<file path="config.mk">
export PLATFORM = sky130hd
export DESIGN_NAME = positional_ordered_list_engine
export DESIGN_NICKNAME = d
export VERILOG_FILES = /design/src/hdl/pole_pkg.sv /design/src/hdl/pole_cell.sv /design/src/hdl/positional_ordered_list_engine.sv
export SDC_FILE = /design/constraint.sdc
export NUM_CORES = 1
export LEC_CHECK = 0
export BUFFER_PORTS_ARGS = -buffer_cell sky130_fd_sc_hd__buf_2
export CORE_MARGIN = 2
export CORE_UTILIZATION = 30
export DETAILED_ROUTE_END_ITERATION = 6
export HOLD_SLACK_MARGIN = 0.1
export PLACE_DENSITY = 0.42
export REMOVE_ABC_BUFFERS = 1
export SETUP_SLACK_MARGIN = 0.3
export SLEW_MARGIN = 15
export SYNTH_ARGS = -nofsm -noshare
export SYNTH_HDL_FRONTEND = slang
export SYNTH_HIERARCHICAL = 1
export SYNTH_SLANG_ARGS = --single-unit
</file>
<file path="constraint.sdc">
create_clock -name i_clk -period 5.6 [get_ports i_clk]
set_input_delay 1.12 -clock i_clk [delete_from_list [all_inputs] [get_ports i_clk]]
set_output_delay 1.12 -clock i_clk [all_outputs]
set_load 0.05 [all_outputs]
</file>
<file path="src/hdl/pole_pkg.sv">
// pole_pkg: shared types and constants for the positional ordered list engine
// no dependencies; used by pole_cell and positional_ordered_list_engine

package pole_pkg;

    // fixed field widths of the request and result words
    localparam int REQ_W     = 2;
    localparam int POS_W     = 5;
    localparam int VAL_W     = 32;
    localparam int IDX_OUT_W = 4;
    localparam int CNT_OUT_W = 5;

    // request codes
    localparam logic [REQ_W-1:0] REQ_INSERT = 2'd0;
    localparam logic [REQ_W-1:0] REQ_DELETE = 2'd1;
    localparam logic [REQ_W-1:0] REQ_FIND   = 2'd2;

    // control states of the engine
    typedef enum logic [1:0] {
        ST_IDLE,
        ST_FIND,
        ST_DONE
    } t_state;

    // source selection for one storage cell
    typedef enum logic [2:0] {
        SEL_HOLD,
        SEL_NEW,
        SEL_LEFT,
        SEL_RIGHT,
        SEL_WRAP
    } t_sel;

endpackage

</file>
<file path="src/hdl/pole_cell.sv">
// pole_cell: one storage cell of the list, holds a single 32-bit entry
// depends on pole_pkg for t_sel and the value width

module pole_cell (
    input  logic                      i_clk,
    input  pole_pkg::t_sel            i_sel,
    input  logic [pole_pkg::VAL_W-1:0] i_new,
    input  logic [pole_pkg::VAL_W-1:0] i_left,
    input  logic [pole_pkg::VAL_W-1:0] i_right,
    input  logic [pole_pkg::VAL_W-1:0] i_wrap,
    output logic [pole_pkg::VAL_W-1:0] o_entry
);

    logic [pole_pkg::VAL_W-1:0] r_entry;
    logic [pole_pkg::VAL_W-1:0] n_entry;

    // pick the next entry from the neighbors, the new value or the ring wrap
    always_comb begin
        unique case (i_sel)
            pole_pkg::SEL_HOLD:  n_entry = r_entry;
            pole_pkg::SEL_NEW:   n_entry = i_new;
            pole_pkg::SEL_LEFT:  n_entry = i_left;
            pole_pkg::SEL_RIGHT: n_entry = i_right;
            pole_pkg::SEL_WRAP:  n_entry = i_wrap;
            default:             n_entry = r_entry;
        endcase
    end

    // payload register, no reset
    always_ff @(posedge i_clk) begin
        r_entry <= n_entry;
    end

    assign o_entry = r_entry;

endmodule

</file>
<file path="src/hdl/positional_ordered_list_engine.sv">
// positional_ordered_list_engine: bounded ordered list with insert, delete and find
// depends on pole_pkg and pole_cell
//
// Usage
//   Input channel: i_in_valid / o_in_stall carry one request word
//   (i_req_type, i_position, i_value). Output channel: o_out_valid / i_out_stall
//   carry one result word (o_ok, o_found_index, o_entry_count) per request.
//   The list lives in a row of CAPACITY cells. Insert and delete shift the cells
//   toward or away from the given position when the request is taken, and their
//   result word is registered with that shift. Find rotates the occupied cells
//   through cell 0, which compares against the key; a full turn restores the
//   order. A find rotates once per occupied entry in ST_FIND, then posts its
//   result word from ST_DONE; on an empty list the result word (o_ok low) is
//   registered as the request is taken.
//   One request is worked on at a time; o_in_stall is high during a find and
//   while a posted result word is held by i_out_stall.
//   Reset (i_rst_n low, synchronous) empties the list and drops any pending
//   result; cell contents are not cleared and are never read before written.
//   A stalled result word is held unchanged until taken.

module positional_ordered_list_engine #(
    parameter int CAPACITY = 16
) (
    input  logic                                i_clk,
    input  logic                                i_rst_n,
    input  logic                                i_in_valid,
    output logic                                o_in_stall,
    input  logic [pole_pkg::REQ_W-1:0]          i_req_type,
    input  logic [pole_pkg::POS_W-1:0]          i_position,
    input  logic signed [pole_pkg::VAL_W-1:0]   i_value,
    output logic                                o_out_valid,
    input  logic                                i_out_stall,
    output logic                                o_ok,
    output logic [pole_pkg::IDX_OUT_W-1:0]      o_found_index,
    output logic [pole_pkg::CNT_OUT_W-1:0]      o_entry_count
);

    localparam int IW   = $clog2(CAPACITY);
    localparam int CW   = $clog2(CAPACITY + 1);
    localparam int CMPW = (CW > pole_pkg::POS_W) ? CW : pole_pkg::POS_W;

    pole_pkg::t_state r_state, n_state;
    logic [CW-1:0]                    r_count, n_count;
    logic [CW-1:0]                    r_step, n_step;
    logic                             r_hit, n_hit;
    logic [IW-1:0]                    r_fidx, n_fidx;
    logic [pole_pkg::VAL_W-1:0]       r_key, n_key;
    logic                             r_out_valid, n_out_valid;
    logic                             r_ok, n_ok;
    logic [pole_pkg::IDX_OUT_W-1:0]   r_idx, n_idx;
    logic [pole_pkg::CNT_OUT_W-1:0]   r_cnt, n_cnt;

    logic                             w_accept;
    logic                             w_out_free;
    logic                             w_ins_ok;
    logic                             w_del_ok;
    logic                             w_find_go;
    logic                             w_match;
    logic [CMPW-1:0]                  w_pos_x;
    logic [CMPW-1:0]                  w_cnt_x;
    logic [IW-1:0]                    w_last;
    logic [pole_pkg::VAL_W-1:0]       w_entry [CAPACITY];

    // handshake and request decode
    assign w_out_free = !r_out_valid || !i_out_stall;
    assign o_in_stall = (r_state != pole_pkg::ST_IDLE) || !w_out_free;
    assign w_accept   = i_in_valid && !o_in_stall;
    assign w_pos_x    = CMPW'(i_position);
    assign w_cnt_x    = CMPW'(r_count);
    assign w_ins_ok   = (i_req_type == pole_pkg::REQ_INSERT) && (w_pos_x <= w_cnt_x)
                        && (r_count < CW'(CAPACITY));
    assign w_del_ok   = (i_req_type == pole_pkg::REQ_DELETE) && (w_pos_x < w_cnt_x);
    assign w_find_go  = (i_req_type == pole_pkg::REQ_FIND) && (r_count != '0);
    assign w_last     = IW'(r_count - CW'(1));
    assign w_match    = (w_entry[0] == r_key);

    // row of cells with per-cell source selection
    for (genvar g = 0; g < CAPACITY; g++) begin : g_cell
        localparam logic [CMPW-1:0] CI  = CMPW'(g);
        localparam logic [IW-1:0]   CIX = IW'(g);

        pole_pkg::t_sel            w_sel;
        logic [pole_pkg::VAL_W-1:0] w_left;
        logic [pole_pkg::VAL_W-1:0] w_right;

        if (g == 0) begin : g_first
            assign w_left = w_entry[0];
        end else begin : g_mid_l
            assign w_left = w_entry[g-1];
        end

        if (g == CAPACITY - 1) begin : g_end
            assign w_right = w_entry[g];
        end else begin : g_mid_r
            assign w_right = w_entry[g+1];
        end

        // insert opens a gap at the position, delete closes it, find rotates
        always_comb begin
            w_sel = pole_pkg::SEL_HOLD;
            priority if (r_state == pole_pkg::ST_FIND) begin
                if (CIX < w_last) begin
                    w_sel = pole_pkg::SEL_RIGHT;
                end else if (CIX == w_last) begin
                    w_sel = pole_pkg::SEL_WRAP;
                end
            end else if (w_accept && w_ins_ok) begin
                if (CI == w_pos_x) begin
                    w_sel = pole_pkg::SEL_NEW;
                end else if (CI > w_pos_x) begin
                    w_sel = pole_pkg::SEL_LEFT;
                end
            end else if (w_accept && w_del_ok) begin
                if (CI >= w_pos_x) begin
                    w_sel = pole_pkg::SEL_RIGHT;
                end
            end else begin
                w_sel = pole_pkg::SEL_HOLD;
            end
        end

        pole_cell u_cell (
            .i_clk   (i_clk),
            .i_sel   (w_sel),
            .i_new   (i_value),
            .i_left  (w_left),
            .i_right (w_right),
            .i_wrap  (w_entry[0]),
            .o_entry (w_entry[g])
        );
    end

    // next state and result word
    always_comb begin
        n_state     = r_state;
        n_count     = r_count;
        n_step      = r_step;
        n_hit       = r_hit;
        n_fidx      = r_fidx;
        n_key       = r_key;
        n_out_valid = r_out_valid;
        n_ok        = r_ok;
        n_idx       = r_idx;
        n_cnt       = r_cnt;

        if (r_out_valid && !i_out_stall) begin
            n_out_valid = 1'b0;
        end

        unique case (r_state)
            pole_pkg::ST_IDLE: begin
                if (w_accept) begin
                    if (w_find_go) begin
                        n_state = pole_pkg::ST_FIND;
                        n_key   = i_value;
                        n_step  = '0;
                        n_hit   = 1'b0;
                        n_fidx  = '0;
                    end else begin
                        if (w_ins_ok) begin
                            n_count = r_count + CW'(1);
                        end else if (w_del_ok) begin
                            n_count = r_count - CW'(1);
                        end
                        n_out_valid = 1'b1;
                        n_ok        = w_ins_ok || w_del_ok;
                        n_idx       = '0;
                        n_cnt       = pole_pkg::CNT_OUT_W'(n_count);
                    end
                end
            end
            pole_pkg::ST_FIND: begin
                // cell 0 sees entry r_step of the list on this cycle
                if (w_match && !r_hit) begin
                    n_hit  = 1'b1;
                    n_fidx = IW'(r_step);
                end
                n_step = r_step + CW'(1);
                if (r_step == r_count - CW'(1)) begin
                    n_state = pole_pkg::ST_DONE;
                end
            end
            pole_pkg::ST_DONE: begin
                if (w_out_free) begin
                    n_out_valid = 1'b1;
                    n_ok        = r_hit;
                    n_idx       = pole_pkg::IDX_OUT_W'(r_fidx);
                    n_cnt       = pole_pkg::CNT_OUT_W'(r_count);
                    n_state     = pole_pkg::ST_IDLE;
                end
            end
            default: n_state = pole_pkg::ST_IDLE;
        endcase
    end

    // control registers
    always_ff @(posedge i_clk) begin
        if (!i_rst_n) begin
            r_state     <= pole_pkg::ST_IDLE;
            r_count     <= '0;
            r_out_valid <= 1'b0;
            r_step      <= '0;
            r_hit       <= 1'b0;
        end else begin
            r_state     <= n_state;
            r_count     <= n_count;
            r_out_valid <= n_out_valid;
            r_step      <= n_step;
            r_hit       <= n_hit;
        end
    end

    // payload registers
    always_ff @(posedge i_clk) begin
        r_fidx <= n_fidx;
        r_key  <= n_key;
        r_ok   <= n_ok;
        r_idx  <= n_idx;
        r_cnt  <= n_cnt;
    end

    assign o_out_valid   = r_out_valid;
    assign o_ok          = r_ok;
    assign o_found_index = r_idx;
    assign o_entry_count = r_cnt;

    // list length stays within the cell row
    a_count_bound: assert property (@(posedge i_clk) disable iff (!i_rst_n)
        r_count <= CW'(CAPACITY))
        else $error("list length beyond capacity");

    // a successful insert grows the list by exactly one
    a_insert_grow: assert property (@(posedge i_clk) disable iff (!i_rst_n)
        (w_accept && w_ins_ok) |=> (r_count == $past(r_count) + CW'(1)))
        else $error("insert did not grow the list");

    // the rotation step never runs past the occupied cells
    a_step_bound: assert property (@(posedge i_clk) disable iff (!i_rst_n)
        (r_state == pole_pkg::ST_FIND) |-> (r_step < r_count))
        else $error("find rotation past list end");

    // no request is taken while a find is rotating
    a_find_busy: assert property (@(posedge i_clk) disable iff (!i_rst_n)
        (r_state == pole_pkg::ST_FIND) |=> !$past(w_accept))
        else $error("request taken during find");

endmodule
</file>
==> metrics <==
status finished, final reports clean; Post-Syn Instances 2,766; Static Leak 11.0 nW; hold buffer count at CTS 0; setup repair after global routing missed its margin false; DR top layer met4; Worst Tran Pin Value about 1.1 ns; Int Pwr about 0.008 W; ys flop type edfxtp_1; crit end category flip-flop; fraction of layout cells with a size suffix above 1 13.6%; post-synthesis cell type count 66; WL met1 approximately 60,000 um; PortBufs 54; Data arrival, critical path between 4 and 5 ns; FMAX between 0.2 and 0.25 GHz; DRT Pass-1 Iters 6; Via density between 6 and 7; worst path required time about 6.1 ns; global-route wire length before repair about 200,000 um; worst r2r dst g_cell[4].u_cell/o_entry[23]$_DFFE_PP_; GRT Residual Overflow 0; sequential group share of total power a little under half; biggest area consumer among synthesized cells edfxtp_1; ys async rst share 0%; final setup violating endpoints 0; largest net degree at the start of global routing 33; final WL around 140,000 um; top cell type's share of synthesized area about half; H-tree levels 3; internal reg-to-reg setup slack 1.16 ns; Synth Area per Inst about 12 um2; final hold violations 0; nets 2,834; RD Place Congestion around 0.87; WL met3 approximately 10,000 um; Starting Density a little under a third; vias in the first global route 25,900; Overall Power 0.0110 W; Chip Width approximately 340 um; Setup crit start kind input port; n_diodes 0; Cell Pwr Density about 280 nW/um2; clock-pin slew on the worst setup and hold paths ~0.060 ns; Resize count post-CTS 0; ANT nets after route 0; Worst Reg-to-Reg Cells 9; Die Y-Extent around 340 um; Synth Register Bits around 570; clock buffer depth 3; Hold Crit Class reg -> reg; Clock Root Buffer clkbuf_16; Final Skew between 0.02 and 0.03 ns; Final min period 4.46 ns; switching component of the power 0.00291 W; via count 26,100; Worst Path Max Fanout 32; DRC violations left 0; Clk Latency, worst-skew pair roughly 0.64 ns; Peak VDD IR a little under 0.0002 V; Worst slew margin approximately 29%; YS warnings 6; Sw Ratio 26.5%; total track usage ~23%; row count approximately 120; CTS buffer count 73; post-CTS setup buffer count 0; Post-synth EDFFs roughly 560; Final Hold Slack just over 0.5 ns; Mapped Area approximately 34,000 um2; Area contributors post-synth edfxtp_1 (49%), o221a_1 (17%), mux2i_1 (15%); initial antenna violation count 2; Gate power share roughly an eighth; Setup CP Type in -> reg; DRT iter0 DRCs between 2,000 and 3,000; # clock sinks between 500 and 600; die area 117,000 um2; drt wl/cell between 30 and 40 um; Setup crit end g_cell[0].u_cell/o_entry[22]$_DFFE_PP_; Seq/Total Area, Yosys 49.5%; CP startpoint i_position[4]; Clk network pwr share between 40% and 50%; Max Cap Viol 0; met2 wire len between 60,000 and 70,000 um; IO Pins 55; period utilization between 70% and 80%; CTS tree built; reg2reg start r_count[0]$_SDFFE_PN0P_; core area around 110,000 um2; Final Max Slew Viols 0; final non-filler cell total 4,339; Syn-to-layout area delta 12.5%; Inst Count DP roughly 4,200; HPWL Detailed between 80,000 and 90,000 um
synthesized netlist by cell type, drive strengths merged, types with 2 or more instances:
| master | n |
|---|---|
| a21oi | 16 |
| or2 | 2 |
| a211oi | 3 |
| a31oi | 7 |
| buf | 187 |
| dfxtp | 14 |
| a221o | 4 |
| xor2 | 6 |
| clkbuf | 57 |
| ha | 11 |
| a21o | 19 |
| nor4 | 3 |
| nor2b | 21 |
| a32oi | 2 |
| edfxtp | 558 |
| nand4 | 14 |
| nand2b | 4 |
| o21ai | 23 |
| a31o | 2 |
| nor3 | 15 |
| o31ai | 8 |
| o41ai | 3 |
| o221ai | 3 |
| a22oi | 4 |
| and2 | 9 |
| a2bb2oi | 2 |
| nand3 | 27 |
| inv | 16 |
| xnor2 | 57 |
| nand2 | 573 |
| o221a | 512 |
| nor2 | 53 |
| mux2i | 515 |
| or3b | 2 |
power groups by stage:
stage | logic [W] | clock network, W | registers, W
after floorplan | 0.000763 | 0 | 0.00516
after global placement | 0.00125 | 0 | 0.00517
after detailed placement | 0.00128 | 0 | 0.00518
after CTS | 0.00128 | 0.00472 | 0.00509
after global routing | 0.00137 | 0.00488 | 0.00511
final | 0.00130 | 0.00462 | 0.00509
kinds of logic (layout without fill, tap and decap cells):
| group | Yosys count | after routing | share of synthesized area, % |
|---|---|---|---|
| DFF | 572 | 572 | 49.5 |
| AOI/OAI and AO/OA | 618 | 618 | 19.4 |
| and+or+nand+nor | 727 | 727 | 9.02 |
| buffers and inverters | 260 | 321 | 5.08 |
| adders and majority gates | 11 | 11 | 0.400 |
| xor gates and xnor gates | 63 | 63 | 1.60 |
| muxes | 515 | 515 | 15.0 |
placed cells by master (no fill, tap or decap), types with 5 or more instances in the layout:
| cell type | netlist | final |
|---|---|---|
| mux2i_1 | 515 | 515 |
| a21oi_1 | 15 | 15 |
| o21ai_4 | 0 | 7 |
| nor2b_1 | 21 | 5 |
| inv_1 | 16 | 15 |
| clkinv_1 | 0 | 10 |
| o21ai_0 | 16 | 13 |
| clkbuf_1 | 25 | 19 |
| o221a_1 | 512 | 512 |
| ha_1 | 11 | 11 |
| nor3_1 | 12 | 12 |
| xnor2_1 | 57 | 41 |
| nand2_1 | 571 | 560 |
| a31oi_1 | 7 | 7 |
| nor2_4 | 16 | 16 |
| buf_12 | 0 | 12 |
| xnor2_2 | 0 | 16 |
| buf_4 | 18 | 117 |
| edfxtp_1 | 558 | 558 |
| dfxtp_1 | 14 | 14 |
| clkbuf_16 | 0 | 74 |
| nor2b_4 | 0 | 16 |
| and2_1 | 9 | 9 |
| nand2_2 | 2 | 13 |
| clkinv_2 | 0 | 6 |
| nand4_1 | 14 | 14 |
| a21o_4 | 16 | 16 |
| xor2_1 | 6 | 6 |
| nand3_1 | 27 | 27 |
| nor2_1 | 37 | 37 |
| buf_2 | 71 | 54 |
cell type report:
cell class,count,area (um2)
well taps,1512,1890
multi-input cells,1934,16100
repair buffers,183,1390
fillers,11200,75300
clock inverters,25,268
flip-flops and latches,572,17000
inverters,16,60.1
clock buffers,97,1980
critical path, cell delays in order:
cell     delay (ns)
buf_2          0.39
ha_1           0.34
a21o_1         0.19
nor3b_1        0.46
nand3_1        0.48
o21ai_0        0.53
nor2b_4        0.24
buf_4          0.30
a21o_4         0.54
o221a_1        0.31
sequential cells by signal, summed over array words and instances (netlist names):
name                   count
o_ok                       1
o_out_valid                1
r_fidx                     4
r_state                    2
o_entry_count              5
r_hit                      1
r_count                    5
g_cell.u_cell/o_entry    512
o_found_index              4
r_key                     32
r_step                     5
stage by stage:
step | instance area [um2] | setup TNS (ns) | util [%] | setup WS (ns)
6_report | 38700 | 0 | 33.9 | 1.14
5_1_grt | 38700 | 0 | 33.9 | 0.887
4_1_cts | 38700 | 0 | 33.9 | 1.18
3_5_place_dp | 36400 | 0 | 32.0 | 0.613
3_3_place_gp | 36400 | 0 | 32.0 | 0.754
2_1_floorplan | 32700 | -1538.45 | - | -2.93
layer usage:
layer	track usage [%]	up-vias
met5	0	-
met4	8.10	0
met3	3.66	272
met2	36.4	1343
met1	31.4	13400
li1	-	11100
worst min path at each step:
| stage | from | end | slack [ns] | cells after the start |
|---|---|---|---|---|
| after global routing | r_fidx[0]$_SDFFCE_PN0P_ | o_found_index[0]$_SDFFCE_PN0P_ | 0.55 | 1 |
| after detailed placement | r_fidx[1]$_SDFFCE_PN0P_ | o_found_index[1]$_SDFFCE_PN0P_ | 0.52 | 1 |
| after global placement | r_fidx[0]$_SDFFCE_PN0P_ | o_found_index[0]$_SDFFCE_PN0P_ | 0.50 | 1 |
| after CTS | r_fidx[1]$_SDFFCE_PN0P_ | o_found_index[1]$_SDFFCE_PN0P_ | 0.53 | 1 |
| final | r_hit$_SDFFE_PN0P_ | r_hit$_SDFFE_PN0P_ | 0.52 | 2 |
| after floorplan | r_hit$_SDFFE_PN0P_ | r_hit$_SDFFE_PN0P_ | 0.45 | 2 |
Note: power is estimated with default switching activity, not from simulation.
